### src/design/gplc_pkg.sv
// shared types, codes and helpers for the gated piecewise linear curve
`timescale 1ns / 1ps

package gplc_pkg;

   // curve storage
   localparam int MAX_POINTS = 8;
   localparam int PT_IDX_W   = 3;
   localparam int CNT_W      = 4;
   localparam int PT_WORD_W  = 32;

   // operation codes
   localparam logic OP_EVAL  = 1'b0;
   localparam logic OP_WRITE = 1'b1;

   // gate comparison codes
   localparam logic SW_PASS_EQ = 1'b0;
   localparam logic SW_PASS_NE = 1'b1;

   // register indexes
   localparam logic [1:0] REG_POINT_COUNT   = 2'd0;
   localparam logic [1:0] REG_SWITCH_ENABLE = 2'd1;
   localparam logic [1:0] REG_SWITCH_MATCH  = 2'd2;
   localparam logic [1:0] REG_SWITCH_OP     = 2'd3;

   // result source select
   localparam logic [1:0] RES_PASS   = 2'd0;
   localparam logic [1:0] RES_CUR    = 2'd1;
   localparam logic [1:0] RES_INTERP = 2'd2;

   typedef struct packed {
      logic                load;
      logic                mem_write;
      logic                save_prev;
      logic                seg_init;
      logic                div_step;
      logic                mul;
      logic                set_res;
      logic [1:0]          res_sel;
      logic [PT_IDX_W-1:0] rd_addr;
   } ctrl_cmd_type;

   typedef struct packed {
      logic below;       // value below the point just read
      logic above_prev;  // value at or above the previous point
   } dp_status_type;

   // clamp an 18-bit signed value to 16 bits
   function automatic logic signed [15:0] sat16(input logic signed [17:0] v);
      logic signed [15:0] r;
      if (v > 18'sd32767) begin
         r = 16'sh7fff;
      end else if (v < -18'sd32768) begin
         r = 16'sh8000;
      end else begin
         r = v[15:0];
      end
      return r;
   endfunction

endpackage

### src/design/gplc_ram.sv
// generic single write port ram with registered read
`timescale 1ns / 1ps

module gplc_ram #(
   parameter int WIDTH = 32,
   parameter int DEPTH = 8
) (
   input  logic                     clock,
   input  logic                     wr_en,
   input  logic [$clog2(DEPTH)-1:0] wr_addr,
   input  logic [WIDTH-1:0]         wr_data,
   input  logic [$clog2(DEPTH)-1:0] rd_addr,
   output logic [WIDTH-1:0]         rd_data
);

   logic [WIDTH-1:0] mem_ff [DEPTH];
   logic [WIDTH-1:0] rd_data_ff;

   always_ff @(posedge clock) begin
      if (wr_en) begin
         mem_ff[wr_addr] <= wr_data;
      end
      rd_data_ff <= mem_ff[rd_addr];
   end

   assign rd_data = rd_data_ff;

endmodule

### src/design/gplc_dpath.sv
// datapath: point store, segment compare, fraction divider, interpolation
`timescale 1ns / 1ps

module gplc_dpath import gplc_pkg::*; (
   input  logic                 clock,
   input  ctrl_cmd_type         cmd,
   input  logic signed [15:0]   req_control_value,
   input  logic [15:0]          req_current_switch,
   input  logic [2:0]           req_point_index,
   input  logic signed [15:0]   req_point_x,
   input  logic signed [15:0]   req_point_y,
   input  logic                 switch_enable,
   input  logic [15:0]          switch_match,
   input  logic                 switch_op,
   output dp_status_type        status,
   output logic signed [15:0]   mapped_value
);

   logic [PT_WORD_W-1:0] rd_word;
   logic signed [15:0]   cur_x;
   logic signed [15:0]   cur_y;

   logic signed [15:0] value_ff, value_in;
   logic               gate_ff, gate_in;
   logic signed [15:0] prev_x_ff, prev_x_in;
   logic signed [15:0] prev_y_ff, prev_y_in;
   logic [15:0]        rem_ff, rem_in;
   logic [15:0]        den_ff, den_in;
   logic [15:0]        quot_ff, quot_in;
   logic signed [16:0] dy_ff, dy_in;
   logic signed [33:0] prod_ff, prod_in;
   logic signed [15:0] result_ff, result_in;

   logic               gate_live;
   logic               sw_eq;
   logic [16:0]        rem2;
   logic [17:0]        rem_diff;
   logic signed [16:0] num_wide;
   logic signed [16:0] den_wide;
   logic signed [17:0] interp_sum;
   logic signed [15:0] res_val;
   logic               res_gate;

   gplc_ram #(
      .WIDTH (PT_WORD_W),
      .DEPTH (MAX_POINTS)
   ) u_points (
      .clock   (clock),
      .wr_en   (cmd.mem_write),
      .wr_addr (req_point_index),
      .wr_data ({req_point_x, req_point_y}),
      .rd_addr (cmd.rd_addr),
      .rd_data (rd_word)
   );

   assign cur_x = rd_word[31:16];
   assign cur_y = rd_word[15:0];

   assign status.below      = (value_ff < cur_x);
   assign status.above_prev = (value_ff >= prev_x_ff);

   // switch gate
   assign sw_eq     = (req_current_switch == switch_match);
   assign gate_live = !switch_enable || ((switch_op == SW_PASS_NE) ? !sw_eq : sw_eq);

   // one restoring divide step
   assign rem2     = {rem_ff, 1'b0};
   assign rem_diff = {1'b0, rem2} - {2'b00, den_ff};

   assign num_wide   = 17'(value_ff) - 17'(prev_x_ff);
   assign den_wide   = 17'(cur_x) - 17'(prev_x_ff);
   assign interp_sum = 18'(prev_y_ff) + 18'($signed(prod_ff[32:16]));

   always_comb begin
      res_val  = cur_y;
      res_gate = gate_ff;
      case (cmd.res_sel)
         RES_PASS: begin
            res_val  = req_control_value;
            res_gate = gate_live;
         end
         RES_CUR: begin
            res_val = cur_y;
         end
         RES_INTERP: begin
            res_val = sat16(interp_sum);
         end
         default: begin
            res_val = cur_y;
         end
      endcase
   end

   always_comb begin
      value_in  = value_ff;
      gate_in   = gate_ff;
      prev_x_in = prev_x_ff;
      prev_y_in = prev_y_ff;
      rem_in    = rem_ff;
      den_in    = den_ff;
      quot_in   = quot_ff;
      dy_in     = dy_ff;
      prod_in   = prod_ff;
      result_in = result_ff;
      if (cmd.load) begin
         value_in = req_control_value;
         gate_in  = gate_live;
      end
      if (cmd.save_prev) begin
         prev_x_in = cur_x;
         prev_y_in = cur_y;
      end
      if (cmd.seg_init) begin
         rem_in  = num_wide[15:0];
         den_in  = den_wide[15:0];
         dy_in   = 17'(cur_y) - 17'(prev_y_ff);
         quot_in = '0;
      end
      if (cmd.div_step) begin
         if (!rem_diff[17]) begin
            rem_in  = rem_diff[15:0];
            quot_in = {quot_ff[14:0], 1'b1};
         end else begin
            rem_in  = rem2[15:0];
            quot_in = {quot_ff[14:0], 1'b0};
         end
      end
      if (cmd.mul) begin
         prod_in = 34'(dy_ff * $signed({1'b0, quot_ff}));
      end
      if (cmd.set_res) begin
         result_in = res_gate ? res_val : '0;
      end
   end

   always_ff @(posedge clock) begin
      value_ff  <= value_in;
      gate_ff   <= gate_in;
      prev_x_ff <= prev_x_in;
      prev_y_ff <= prev_y_in;
      rem_ff    <= rem_in;
      den_ff    <= den_in;
      quot_ff   <= quot_in;
      dy_ff     <= dy_in;
      prod_ff   <= prod_in;
      result_ff <= result_in;
   end

   assign mapped_value = result_ff;

endmodule

### src/design/gplc_ctrl.sv
// controller: segment scan, divide sequencing and result strobe
`timescale 1ns / 1ps

module gplc_ctrl import gplc_pkg::*; (
   input  logic          clock,
   input  logic          reset,
   input  logic          start,
   input  logic          req_operation,
   input  logic [3:0]    point_count,
   input  dp_status_type status,
   output ctrl_cmd_type  cmd,
   output logic          busy,
   output logic          rsp_valid
);

   localparam logic [2:0] S_IDLE  = 3'd0;
   localparam logic [2:0] S_CHECK = 3'd1;
   localparam logic [2:0] S_DIV   = 3'd2;
   localparam logic [2:0] S_MUL   = 3'd3;
   localparam logic [2:0] S_FIN   = 3'd4;

   logic [2:0]          state_ff, state_in;
   logic [PT_IDX_W-1:0] idx_ff, idx_in;
   logic [CNT_W-1:0]    npts_ff, npts_in;
   logic [3:0]          step_ff, step_in;
   logic                valid_ff, valid_in;

   logic [CNT_W-1:0]    npts_clip;
   logic                is_last;
   logic                accept;

   assign npts_clip = (point_count > CNT_W'(MAX_POINTS)) ? CNT_W'(MAX_POINTS) : point_count;
   assign is_last   = ({1'b0, idx_ff} == (npts_ff - 1'b1));
   assign accept    = start && (state_ff == S_IDLE);

   always_comb begin
      state_in = state_ff;
      idx_in   = idx_ff;
      npts_in  = npts_ff;
      step_in  = step_ff;
      valid_in = 1'b0;
      cmd      = '0;
      cmd.res_sel = RES_CUR;
      cmd.rd_addr = idx_ff + 1'b1;
      unique case (state_ff)
         S_IDLE: begin
            cmd.rd_addr = '0;
            if (accept && (req_operation == OP_WRITE)) begin
               cmd.mem_write = 1'b1;
            end else if (accept) begin
               cmd.load = 1'b1;
               npts_in  = npts_clip;
               idx_in   = '0;
               if (npts_clip == '0) begin
                  cmd.set_res = 1'b1;
                  cmd.res_sel = RES_PASS;
                  valid_in    = 1'b1;
               end else begin
                  state_in = S_CHECK;
               end
            end
         end
         S_CHECK: begin
            if (idx_ff == '0) begin
               if (status.below || is_last) begin
                  cmd.set_res = 1'b1;
                  valid_in    = 1'b1;
                  state_in    = S_IDLE;
               end else begin
                  cmd.save_prev = 1'b1;
                  idx_in        = idx_ff + 1'b1;
               end
            end else if (status.above_prev && status.below) begin
               cmd.seg_init = 1'b1;
               step_in      = '0;
               state_in     = S_DIV;
            end else if (is_last) begin
               cmd.set_res = 1'b1;
               valid_in    = 1'b1;
               state_in    = S_IDLE;
            end else begin
               cmd.save_prev = 1'b1;
               idx_in        = idx_ff + 1'b1;
            end
         end
         S_DIV: begin
            cmd.div_step = 1'b1;
            step_in      = step_ff + 1'b1;
            if (step_ff == 4'hf) begin
               state_in = S_MUL;
            end
         end
         S_MUL: begin
            cmd.mul  = 1'b1;
            state_in = S_FIN;
         end
         S_FIN: begin
            cmd.set_res = 1'b1;
            cmd.res_sel = RES_INTERP;
            valid_in    = 1'b1;
            state_in    = S_IDLE;
         end
         default: begin
            state_in = S_IDLE;
         end
      endcase
   end

   always_ff @(posedge clock) begin
      if (reset) begin
         state_ff <= S_IDLE;
         idx_ff   <= '0;
         npts_ff  <= '0;
         step_ff  <= '0;
         valid_ff <= 1'b0;
      end else begin
         state_ff <= state_in;
         idx_ff   <= idx_in;
         npts_ff  <= npts_in;
         step_ff  <= step_in;
         valid_ff <= valid_in;
      end
   end

   assign busy      = (state_ff != S_IDLE);
   assign rsp_valid = valid_ff;

endmodule

### src/design/gated_piecewise_linear_curve.sv
// top level: csr block, controller and datapath of the gated curve
`timescale 1ns / 1ps
// a write word gives no result; busy stays low
// an evaluate word scans one breakpoint per cycle, then runs a restoring
// divide for the segment fraction and a multiply step
// results: pass-through, clamp at a point, or interpolation between points
// one evaluate word at a time; start is taken only while idle
// synchronous reset clears control and csrs; point store is undefined until written

module gated_piecewise_linear_curve import gplc_pkg::*; (
   input  logic               clock,
   input  logic               reset,
   // command channel
   input  logic               start,
   output logic               busy,
   input  logic               req_operation,
   input  logic signed [15:0] req_control_value,
   input  logic [15:0]        req_current_switch,
   input  logic [2:0]         req_point_index,
   input  logic signed [15:0] req_point_x,
   input  logic signed [15:0] req_point_y,
   // result channel
   output logic               rsp_valid,
   output logic signed [15:0] rsp_mapped_value,
   // csr port
   input  logic               psel,
   input  logic               penable,
   input  logic               pwrite,
   input  logic [3:0]         paddr,
   input  logic [31:0]        pwdata,
   output logic [31:0]        prdata,
   output logic               pready
);

   // csr storage
   logic [3:0]  point_count_ff, point_count_in;
   logic        switch_enable_ff, switch_enable_in;
   logic [15:0] switch_match_ff, switch_match_in;
   logic        switch_op_ff, switch_op_in;

   logic [1:0]  csr_index;
   logic        csr_write;

   ctrl_cmd_type  cmd;
   dp_status_type status;

   assign pready    = 1'b1;
   assign csr_index = paddr[3:2];
   assign csr_write = psel && penable && pwrite && pready;

   // register write decode
   always_comb begin
      point_count_in   = point_count_ff;
      switch_enable_in = switch_enable_ff;
      switch_match_in  = switch_match_ff;
      switch_op_in     = switch_op_ff;
      if (csr_write) begin
         unique case (csr_index)
            REG_POINT_COUNT:   point_count_in   = pwdata[3:0];
            REG_SWITCH_ENABLE: switch_enable_in = pwdata[0];
            REG_SWITCH_MATCH:  switch_match_in  = pwdata[15:0];
            REG_SWITCH_OP:     switch_op_in     = pwdata[0];
            default:           point_count_in   = point_count_ff;
         endcase
      end
   end

   // register read mux
   always_comb begin
      prdata = '0;
      unique case (csr_index)
         REG_POINT_COUNT:   prdata = {28'd0, point_count_ff};
         REG_SWITCH_ENABLE: prdata = {31'd0, switch_enable_ff};
         REG_SWITCH_MATCH:  prdata = {16'd0, switch_match_ff};
         REG_SWITCH_OP:     prdata = {31'd0, switch_op_ff};
         default:           prdata = '0;
      endcase
   end

   always_ff @(posedge clock) begin
      if (reset) begin
         point_count_ff   <= '0;
         switch_enable_ff <= 1'b0;
         switch_match_ff  <= '0;
         switch_op_ff     <= SW_PASS_EQ;
      end else begin
         point_count_ff   <= point_count_in;
         switch_enable_ff <= switch_enable_in;
         switch_match_ff  <= switch_match_in;
         switch_op_ff     <= switch_op_in;
      end
   end

   // sequencer: scan, divide, multiply, strobe
   gplc_ctrl u_ctrl (
      .clock         (clock),
      .reset         (reset),
      .start         (start),
      .req_operation (req_operation),
      .point_count   (point_count_ff),
      .status        (status),
      .cmd           (cmd),
      .busy          (busy),
      .rsp_valid     (rsp_valid)
   );

   // point store and arithmetic
   gplc_dpath u_dpath (
      .clock              (clock),
      .cmd                (cmd),
      .req_control_value  (req_control_value),
      .req_current_switch (req_current_switch),
      .req_point_index    (req_point_index),
      .req_point_x        (req_point_x),
      .req_point_y        (req_point_y),
      .switch_enable      (switch_enable_ff),
      .switch_match       (switch_match_ff),
      .switch_op          (switch_op_ff),
      .status             (status),
      .mapped_value       (rsp_mapped_value)
   );

   // busy only ever starts from an accepted evaluate word
   a_busy_from_eval: assert property (@(posedge clock) disable iff (reset)
      $rose(busy) |-> $past(start && (req_operation == OP_EVAL)))
      else $error("busy rose without an evaluate word");

   // a write word never produces a result strobe
   a_write_no_result: assert property (@(posedge clock) disable iff (reset)
      (start && !busy && (req_operation == OP_WRITE)) |=> !rsp_valid)
      else $error("result strobe after a write word");

   // every strobe follows either work in progress or a pass-through evaluate
   a_valid_has_cause: assert property (@(posedge clock) disable iff (reset)
      rsp_valid |-> ($past(busy) || $past(start && (req_operation == OP_EVAL))))
      else $error("result strobe without an evaluate word");

   // no memory write while a scan is in progress
   a_no_write_busy: assert property (@(posedge clock) disable iff (reset)
      cmd.mem_write |-> !busy)
      else $error("point store written while busy");

endmodule
### config.mk
export PLATFORM = sky130hd
export DESIGN_NAME = gated_piecewise_linear_curve
export DESIGN_NICKNAME = d
export VERILOG_FILES = /design/src/design/gplc_pkg.sv /design/src/design/gplc_ram.sv /design/src/design/gplc_dpath.sv /design/src/design/gplc_ctrl.sv /design/src/design/gated_piecewise_linear_curve.sv
export SDC_FILE = /design/constraint.sdc
export NUM_CORES = 1
export LEC_CHECK = 0
export BUFFER_PORTS_ARGS = -buffer_cell sky130_fd_sc_hd__buf_2
export CAP_MARGIN = 15
export CORE_ASPECT_RATIO = 0.75
export CORE_MARGIN = 2
export CORE_UTILIZATION = 40
export DETAILED_ROUTE_END_ITERATION = 10
export SYNTH_ARGS = -nofsm -noshare
export SYNTH_HDL_FRONTEND = slang
export SYNTH_SLANG_ARGS = --single-unit
### constraint.sdc
create_clock -name clock -period 15.4 [get_ports clock]
set_input_delay 2.31 -clock clock [delete_from_list [all_inputs] [get_ports clock]]
set_output_delay 2.31 -clock clock [all_outputs]
set_load 0.02 [all_outputs]
==> impl_summary.txt <==
----------------------------------------------------
[Outcome]
  Outcome ... complete, no violations

[Clock network]
  Buffers inserted during post-CTS setup optimization ... 0
  CTS sink count ... 472
  Buffer levels on the longest clock path ... 3
  Total of hold buffers inserted after clock tree synthesis ... 0
  Root cell of the clock tree ... clkbuf_16
  Clock transition at path regs ... 0.07 ns
  CTS tree ... yes
  TritonCTS buffer count ... 45
  Insertion delay of the later-clocked pin in the worst-skew pair ... 0.59 ns
  H-tree depth reported by CTS ... 2
  Resize count post-CTS ... 0

[GRT]
  Remaining Overflow, GRT ... 0
  Global-route wire length before repair ... 120000 µm
  Maximum number of pins on one net before global-route repair ... 71
  Initial antenna violation count ... 11
  Aggregate global-route resource usage ... 0.187
  Via count of the first global-routing pass ... 20600

[Routing]
  First-pass iteration count of the detailed router ... 5
  Number of remaining DRC errors ... 0
  Post-DR vias/cell ... 5.08
  Count of vias placed by the detailed router ... 21400
  Number of DRC markers after the initial detailed-route iteration ... 1655
  DRT Wirelength ... 76600 µm
  Routed wire per std cell ... 18.2 µm
  Antenna viol nets, final ... 0

[Yosys]
  Fraction of the yosys area taken by sequential cells ... 0.421
  Warning count from the yosys run ... 0
  XOR/XNOR share of the synthesized area ... 0.0298
  Combinational family with the most area after synthesis ... adder cells
  Primary flip-flop cell chosen by synthesis mapping ... edfxtp_1
  Async SR Flop Fraction ... 0
  Post-synthesis adder-cell area fraction ... 0.243
  Mux cell area share after synthesis ... 0.00609
  Area fraction in compound gates after synthesis ... 0.0880
  Area share of the largest cell type after synthesis ... 0.378
  Synth Instances ... 3035
  Syn Std Cell Area ... 32000 µm²
  Count of flip-flops with a built-in enable after synthesis ... 403
  Yosys reg bits ... 472
  Average size of a mapped cell ... 10.6 µm²
  Share of synthesized cell area in and, or, nand and nor gates ... 0.143
  Largest area contributor in the synthesized netlist ... edfxtp_1
  Cell types with the largest area share after synthesis ... edfxtp_1, fa_1, ha_1, inv_1, nand2_1
  Count of distinct cell types in the synthesized netlist ... 76

[Floorplan]
  Number of core rows ... 89
  IO Count ... 161
  X dimension of the die ... 331 µm
  Area of the die ... 82400 µm²
  Area of the core region ... 79000 µm²
  Chip height ... 249 µm
  Starting density of the core ... 0.406

[Place]
  Placement-stage cell area ... 33700 µm²
  Half-perimeter wire length of the detailed placement result ... 54500 µm
  Placer Congestion ... 0.873
  Post-Place Cells ... 4118
  Buffers added on ports ... 125

[Critical path]
  Startpoint types ... flip-flop
  Arrival time of the worst setup path ... 7.53 ns
  Startpoint of the worst-slack reg-to-reg timing path ... u_dpath.dy_ff[16]
  Register-to-register setup slack ... 8.20 ns
  Endpoint of the most critical setup path ... u_dpath.prod_ff[29]
  Crit path max fanout ... 16
  Start point of the critical path ... u_dpath.dy_ff[16]
  Crit Reg-Reg Endpoint ... u_dpath.prod_ff[29]
  Path depth of the worst reg2reg path ... 20
  CP Class ... flip-flop to flip-flop
  Category of the worst setup path capture point ... flip-flop
  Required @ worst endpoint ... 15.73 ns

[Timing]
  Setup TNS ... 0 ns
  Share of the cycle needed by the critical path after routing ... 0.468
  Setup repair after global routing missed its margin ... false
  Post-Route Skew ... 0.0232 ns
  Final setup violating endpoints ... 0
  Worst slew margin relative to its limit ... 0.192
  Pins over their slew limit ... 0
  Max Freq ... 139 MHz
  Min Clock Period, post-route ... 7.20 ns
  Transition time of the tightest slew-check pin ... 1.20 ns
  Final hold violation count ... 0

[Worst hold path]
  Worst hold stages ... 2
  Type of the most critical hold path ... flip-flop to flip-flop

[Power]
  VDD IR-drop max ... 0.0752 mV
  Overall power consumption ... 2.65 mW
  Leakage power total ... 14.6 nW
  Power per unit of standard cell area ... 75.2 nW/µm²

[Layout]
  Layout Area Growth over Synthesis ... 10.0%
  Layout Cell Area excl Fill ... 35200 µm²
  Layout net count ... 3687
  Final cell count without fillers ... 4209
  Share of layout cells above drive strength 1 ... 0.0814

[Job]
  Max Cap Viol ... 0

----------------------------------------------------
==> worst min-delay path by stage <==
stage	startpoint	endpoint
2_1_floorplan	u_dpath.u_points.rd_data[0]	u_dpath.prev_y_ff[0]
3_3_place_gp	u_ctrl.npts_ff[2]	u_ctrl.npts_ff[2]
3_5_place_dp	u_ctrl.npts_ff[2]	u_ctrl.npts_ff[2]
4_1_cts	u_ctrl.npts_ff[2]	u_ctrl.npts_ff[2]
5_1_grt	u_ctrl.npts_ff[2]	u_ctrl.npts_ff[2]
6_report	u_ctrl.npts_ff[2]	u_ctrl.npts_ff[2]
==> cells by family (layout without fill, tap and decap cells) <==
| family | after synthesis | count (layout) |
|---|---|---|
| simple gates | 952 | 952 |
| compound gates | 459 | 459 |
| fa+ha+maj | 457 | 457 |
| xor+xnor | 109 | 109 |
| flops | 472 | 472 |
| buf+inv | 566 | 673 |
| other cells | 2 | 23 |
| mux | 18 | 18 |
==> per-layer routing <==
layer | vias up | global-route usage | part of all wire
met3 | 76 | 0.0426 | 0.074
met2 | 495 | 0.258 | 0.40
met4 | 12 | 0.0275 | 0.012
met1 | 10500 | 0.300 | 0.51
met5 | - | 0 | 0.00076
li1 | 10300 | - | -
==> placed cells by master, fill, tap and decap left out, types with 49 or more instances in the layout <==
| cell | instances |
|---|---|
| inv_1 | 434 |
| or3_1 | 78 |
| xnor2_1 | 78 |
| nand3_1 | 49 |
| o21ai_0 | 146 |
| ha_1 | 180 |
| fa_1 | 277 |
| dfxtp_1 | 68 |
| nor2_1 | 99 |
| edfxtp_1 | 403 |
| buf_2 | 125 |
| and2_1 | 149 |
| nand2_1 | 418 |
| a21oi_1 | 136 |
==> per-stage QoR <==
step,setup WS [ns],util,hold WS (ns)
2_1_floorplan,8.95,-,0.408
3_3_place_gp,8.28,0.427,0.455
3_5_place_dp,8.23,0.427,0.454
4_1_cts,8.19,0.446,0.463
5_1_grt,7.95,0.446,0.497
6_report,8.20,0.446,0.464
==> cells in the mapped netlist, types with 4 or more instances <==
master and number:
buf_4 19, nand3_1 49, o211ai_1 38, clkbuf_1 101, a21o_1 29, ha_1 180
nand4_1 16, nand2b_1 16, a31oi_1 18, nor3_1 35, a211oi_1 11, a21oi_1 136
inv_1 435, o31ai_1 6, o21ai_0 146, nor3b_1 4, and3_1 25, nor2b_1 29
nor2_1 107, nand2_1 420, a21boi_0 8, o21bai_1 7, buf_1 7, dfxtp_1 69
xor2_1 31, o21a_1 15, edfxtp_1 403, fa_1 277, mux2i_1 15, or3_1 78
and2_1 149, xnor2_1 78
==> where the power goes <==
| part | internal, mW | switching (mW) | leakage (nW) | total, mW |
|---|---|---|---|---|
| combinational | 0.0435 | 0.0850 | 9.69 | 0.129 |
| sequential | 1.40 | 0.00908 | 4.22 | 1.41 |
| clock | 0.609 | 0.500 | 0.716 | 1.11 |
| total | 2.06 | 0.594 | 14.6 | 2.65 |
==> layout make-up <==
cell class | instances | area, µm²
Clock buffer | 59 | 1240
Sequential cell | 472 | 13500
Clock inverter | 25 | 230
Inverter | 436 | 1640
Multi-Input combinational cell | 2012 | 16500
Fill cell | 7463 | 43700
Antenna cell | 6 | 15.0
Tap cell | 1046 | 1310
Timing Repair Buffer | 153 | 836
==> registers in the layout (all words and copies together), names as in the netlist, 3 cells and up <==
signal and count:
u_dpath.dy_ff 17, u_ctrl.state_ff 3, u_ctrl.step_ff 4, u_dpath.mapped_value 16, u_dpath.prev_x_ff 16, point_count_ff 4, u_dpath.u_points.mem_ff 256, u_ctrl.npts_ff 4
switch_match_ff 16, u_ctrl.idx_ff 3, u_dpath.rem_ff 16, u_dpath.u_points.rd_data 32, u_dpath.value_ff 16, u_dpath.prev_y_ff 16, u_dpath.den_ff 16, u_dpath.quot_ff 16
u_dpath.prod_ff 17
==> critical path, cell delays in order (launching register included) <==
cell and delay, ns:
edfxtp_1 0.68, nand2_1 0.23, inv_1 0.12, fa_1 0.69, inv_1 0.14, fa_1 0.59
inv_1 0.33, fa_1 0.51, fa_1 0.50, fa_1 0.49, inv_1 0.05, fa_1 0.47
inv_1 0.04, ha_1 0.34, a21oi_2 0.22, or4b_1 0.46, o21a_1 0.26, a221o_1 0.41
a21oi_2 0.20, o21bai_1 0.09, xor2_1 0.14
(Power assumes the default switching activity.)
